--- src/hdl/dltq_pkg.sv ---
// ---------------------------------------------------------------------------
// dltq_pkg: shared types and codes for the delta list timer queue
// Entry layout, cell control codes, operation and result kinds.
// ---------------------------------------------------------------------------
`default_nettype none
package dltq_pkg;

   localparam int MAX_TIMERS = 16;
   localparam int IDX_W = $clog2(MAX_TIMERS);
   localparam int CNT_W = IDX_W + 1;

   // operation codes
   localparam logic [1:0] OP_START  = 2'd0;
   localparam logic [1:0] OP_CANCEL = 2'd1;
   localparam logic [1:0] OP_MATCH  = 2'd2;
   localparam logic [1:0] OP_TICK   = 2'd3;

   // result kinds
   localparam logic [2:0] K_STARTED   = 3'd0;
   localparam logic [2:0] K_FULL      = 3'd1;
   localparam logic [2:0] K_CANCELLED = 3'd2;
   localparam logic [2:0] K_INACTIVE  = 3'd3;
   localparam logic [2:0] K_FOUND     = 3'd4;
   localparam logic [2:0] K_NO_MATCH  = 3'd5;
   localparam logic [2:0] K_EXPIRED   = 3'd6;
   localparam logic [2:0] K_TICK_DONE = 3'd7;

   // cell control codes
   localparam logic [2:0] C_HOLD      = 3'd0;
   localparam logic [2:0] C_LEFT      = 3'd1;
   localparam logic [2:0] C_LEFT_SUB  = 3'd2;
   localparam logic [2:0] C_NEW       = 3'd3;
   localparam logic [2:0] C_RIGHT     = 3'd4;
   localparam logic [2:0] C_RIGHT_ADD = 3'd5;
   localparam logic [2:0] C_DEC       = 3'd6;

   typedef struct packed {
      logic             valid;
      logic [IDX_W-1:0] slot;
      logic [31:0]      delta;
      logic [15:0]      id;
      logic [7:0]       handler;
      logic [31:0]      tag;
   } entry_type;

   typedef struct packed {
      logic [2:0]  code;
      logic [31:0] adj;
   } cell_ctl_type;

endpackage
`default_nettype wire

--- src/hdl/dltq_cell.sv ---
// ---------------------------------------------------------------------------
// dltq_cell: one queue position of the delta list
// Holds one entry; shifts with its neighbors on insert and unlink.
// ---------------------------------------------------------------------------
`default_nettype none
module dltq_cell (
   input  wire logic                   clock,
   input  wire logic                   reset,
   input  wire dltq_pkg::cell_ctl_type ctl,
   input  wire dltq_pkg::entry_type    left_entry,
   input  wire dltq_pkg::entry_type    right_entry,
   input  wire dltq_pkg::entry_type    new_entry,
   output dltq_pkg::entry_type         entry
);
   import dltq_pkg::*;

   entry_type entry_ff, entry_in;

   // next entry by control code
   always_comb begin
      entry_in = entry_ff;
      case (ctl.code)
         C_LEFT:      entry_in = left_entry;
         C_LEFT_SUB:  begin
            entry_in = left_entry;
            entry_in.delta = left_entry.delta - ctl.adj;
         end
         C_NEW:       entry_in = new_entry;
         C_RIGHT:     entry_in = right_entry;
         C_RIGHT_ADD: begin
            entry_in = right_entry;
            entry_in.delta = right_entry.delta + ctl.adj;
         end
         C_DEC:       entry_in.delta = entry_ff.delta - 32'd1;
         default:     entry_in = entry_ff;
      endcase
   end

   always_ff @(posedge clock) begin
      if (reset) begin
         entry_ff.valid <= 1'b0;
      end else begin
         entry_ff <= entry_in;
      end
   end

   assign entry = entry_ff;

endmodule
`default_nettype wire

--- config.mk ---
export PLATFORM = sky130hd
export DESIGN_NAME = dltq_cell
export DESIGN_NICKNAME = d
export VERILOG_FILES = /design/src/hdl/dltq_pkg.sv /design/src/hdl/dltq_cell.sv
export SDC_FILE = /design/constraint.sdc
export NUM_CORES = 1
export LEC_CHECK = 0
export BUFFER_PORTS_ARGS = -buffer_cell sky130_fd_sc_hd__buf_2
export CAP_MARGIN = 10
export CORE_MARGIN = 2
export CORE_UTILIZATION = 30
export DETAILED_ROUTE_END_ITERATION = 8
export GPL_TIMING_DRIVEN = 0
export HOLD_SLACK_MARGIN = 0.15
export SLEW_MARGIN = 20
export SYNTH_ARGS = -nofsm -noshare
export SYNTH_HDL_FRONTEND = slang
export SYNTH_SLANG_ARGS = --single-unit
--- constraint.sdc ---
create_clock -name clock -period 10.3 [get_ports clock]
set_input_delay 0 -clock clock [delete_from_list [all_inputs] [get_ports clock]]
set_output_delay 0 -clock clock [all_outputs]
set_load 0.1 [all_outputs]
==> flow_summary.ini <==
[status]
outcome = finished clean

[critical_path]
setup.worst_path.start_class = flip-flop
critical-path-max-stage-delay_ns = 0.90
critical_path_arrival_ns = 4.34
crit_path_max_fanout = 6
timing.critical_path.to_type = flip-flop
path_cells = nor4_2 -> and2_0 -> clkbuf_1 -> nand3_1 -> nor4_1 -> xor2_1 -> o21ai_0 -> o211ai_1 -> a21oi_1 -> nor2_1 -> dlygate4sd3_1
worstPathRequired_ns = 10.42
slowest_stage = sky130_fd_sc_hd__nor4_2
criticalPathCategory = reg2reg

[clock_network]
post_cts_resize_count = 0
ctsLongestPathBuffers = 2
post_cts_clock_slew_at_the_launch_and_capture_registers_of_the_worst_setup_and_hold_paths_ns = 0.07
cts_buffers = 9
cts-htree-levels = 3
cts_root_buffer = sky130_fd_sc_hd__clkbuf_16
clk_latency_ns = 0.36
number_of_setup_buffers_added_after_cts = 0
cts_tree = yes
numClockSinks = 93

[placement]
hpwl_um = 36700
placedInstanceArea_mm2 = 0.0120
dp_slack_ns = 6.67
gpl.final_weighted_congestion = 0.974
port_buffers = 408

[logic_synthesis]
post_synth.cell_area_avg_um2 = 7.77
synthesis.yosys.warnings = 0
async_flop_share = 0
synth_edf_count = 92
synth_seq_cells = 93
synth-seq-area-share = 0.297
dominantRegCellSynth = sky130_fd_sc_hd__edfxtp_1
synth_area_mm2 = 0.00937
mappedNetlistNets = 1586
synth_cell_types = 70
synth_cells = 1205

[sta]
grt_setup_unrepaired = no
tightest_slew_ns = 1.13
post-route-period-util = 0.410
min_period_ns = 4.22
final.setup.worst_slack_ns = 6.08
setup-violations-final = 0
hold_slack_ns = 0.167
final.setup_skew_ns = 0.00448
max-slew-margin-rel = 0.244
finalSetupTns_ns = 0
max_freq_ghz = 0.237
hold_viol = 0
drv_slew = 0

[detailed_routing]
dr_total_vias = 12200
detail_route.wl_per_cell_um = 21.0
first_iter_violations = 967
first_pass_detailed_route_iteration_total = 5
detail_route.wirelength_um = 46600
antenna_violating_nets_post_route = 0
routed_vias_inst = 5.50
remaining_drc_errors = 0

[global_routing]
grt_antenna_before_repair = 6
global_route_total_overflow = 0
grt_overall_usage = 0.273
grt_pass1_wl_um = 68300
grt_pass1_vias = 11400
grt_max_degree = 17

[floorplan]
core_area_mm2 = 0.0307
floorplan.die.height_um = 181
boundaryPins = 409
floorplan.rows = 64
die-width_um = 181
floorplan.initialDensity = 0.305
design.die.area_mm2 = 0.0327

[pwr]
p_leak_nw = 6.37
power.density_mw_per_mm2 = 123
power.ir.vdd_worst_mv = 0.0857

[final_layout]
final_net_count = 2191
most_common_cell_after_layout_fill_and_taps_aside = sky130_fd_sc_hd__buf_2
largest_register_ffs = 93
final_core_utilization = 0.459
stdcell_area_mm2 = 0.0141
layout-drive-gt1-share = 0.249
area_growth_pct = 50.4
layout.cells.most_common_list = sky130_fd_sc_hd__buf_2 (408), sky130_fd_sc_hd__nand2_1 (211), sky130_fd_sc_hd__dlygate4sd3_1 (176)

[min_path]
holdCritPathClass = in2reg

[run]
max_cap_viol_count = 0
final cells by class:
| class | instances | area, um2 |
|---|---|---|
| tap | 396 | 495 |
| buffer | 69 | 285 |
| multi-input combinational | 984 | 6090 |
| fill | 3188 | 16600 |
| sequential | 93 | 2780 |
| antenna | 4 | 10.0 |
| inverter | 59 | 221 |
| clock inverter | 6 | 68.8 |
| timing repair buffer | 594 | 3900 |
| clock buffer | 10 | 229 |
logic make-up (layout without fill, tap and decap cells):
family	Yosys count	count (layout)	synth area share
buffers and inverters	128	738	0.0541
multiplexers	5	5	0.00561
XOR/XNOR	73	73	0.0683
AND/OR/NAND/NOR	425	425	0.201
AO/OA/AOI/OAI	416	416	0.286
adder cells (fa/ha/maj)	65	65	0.0884
flip-flops	93	93	0.297
other	0	4	0
routing by layer:
layer | wire length [um] | part of all wire | GRT usage | up-vias
met5 | 30 | 0.00064 | 0 | -
met4 | 1170 | 0.025 | 0.0858 | 4
met3 | 3790 | 0.081 | 0.0359 | 71
met2 | 21500 | 0.46 | 0.443 | 623
met1 | 20100 | 0.43 | 0.377 | 5807
li1 | - | - | - | 5668
timing repair:
item / 4_1_cts / 5_1_grt
hold endpoints to repair: 98 / 0
hold buffers: 176 / 0
endpoints found under the setup margin: 0 / 0
where the power goes:
group          switching [W]  leakage, nW  internal (W)
registers          0.0000266        0.881      0.000467
clock network       0.000173        0.144      0.000191
logic               0.000597         5.34      0.000280
path summary, 6_finish.rpt:
kind / slack (ns) / start / end / depth (start not counted)
worst min-delay path: 0.17 / right_entry[62] / entry[62] / 3
worst min register to register: 1.02 / entry[61] / entry[61] / 5
worst max-delay path: 6.08 / entry[61] / entry[74] / 11
worst max register to register: 6.08 / entry[61] / entry[74] / 11
through the flow:
step | total power (W) | std cells
after floorplan | 0.00106 | 1205
after global placement | 0.00128 | 2009
after detailed placement | 0.00129 | 2019
after CTS | 0.00173 | 2211
after global routing | 0.00181 | 2214
final | 0.00174 | 2215
critical path, delay by kind of cell (launching register included):
family                    cells  cell delay, ns
buffers and inverters         2            0.97
DFF                           1            0.49
and+or+nand+nor               5            1.80
AOI/OAI and AO/OA             3            0.60
xor gates and xnor gates      1            0.11
synthesized netlist by cell type (6+ instances only):
cell | number | area [um2]
sky130_fd_sc_hd__a21o_1 | 21 | 158
sky130_fd_sc_hd__o31ai_1 | 7 | 52.6
sky130_fd_sc_hd__o21bai_1 | 10 | 75.1
sky130_fd_sc_hd__o21a_1 | 11 | 82.6
sky130_fd_sc_hd__xor2_1 | 37 | 324
sky130_fd_sc_hd__o21ai_1 | 9 | 45.0
sky130_fd_sc_hd__a211oi_1 | 12 | 90.1
sky130_fd_sc_hd__nand2_1 | 211 | 792
sky130_fd_sc_hd__o211ai_1 | 19 | 143
sky130_fd_sc_hd__a41oi_1 | 6 | 52.6
sky130_fd_sc_hd__edfxtp_1 | 92 | 2760
sky130_fd_sc_hd__a22oi_1 | 64 | 480
sky130_fd_sc_hd__inv_1 | 59 | 221
sky130_fd_sc_hd__o21ai_0 | 59 | 295
sky130_fd_sc_hd__clkbuf_1 | 65 | 244
sky130_fd_sc_hd__o22ai_1 | 7 | 43.8
sky130_fd_sc_hd__nand4_1 | 13 | 81.3
sky130_fd_sc_hd__ha_1 | 63 | 788
sky130_fd_sc_hd__nor4_1 | 9 | 56.3
sky130_fd_sc_hd__a221oi_1 | 6 | 52.6
sky130_fd_sc_hd__a31oi_1 | 15 | 93.8
sky130_fd_sc_hd__and3_1 | 9 | 56.3
sky130_fd_sc_hd__a21oi_1 | 132 | 661
sky130_fd_sc_hd__nand3_1 | 17 | 85.1
sky130_fd_sc_hd__xnor2_1 | 36 | 315
sky130_fd_sc_hd__nor3_1 | 31 | 155
sky130_fd_sc_hd__nor2_1 | 101 | 379
Note: power is estimated with default switching activity, not from simulation.
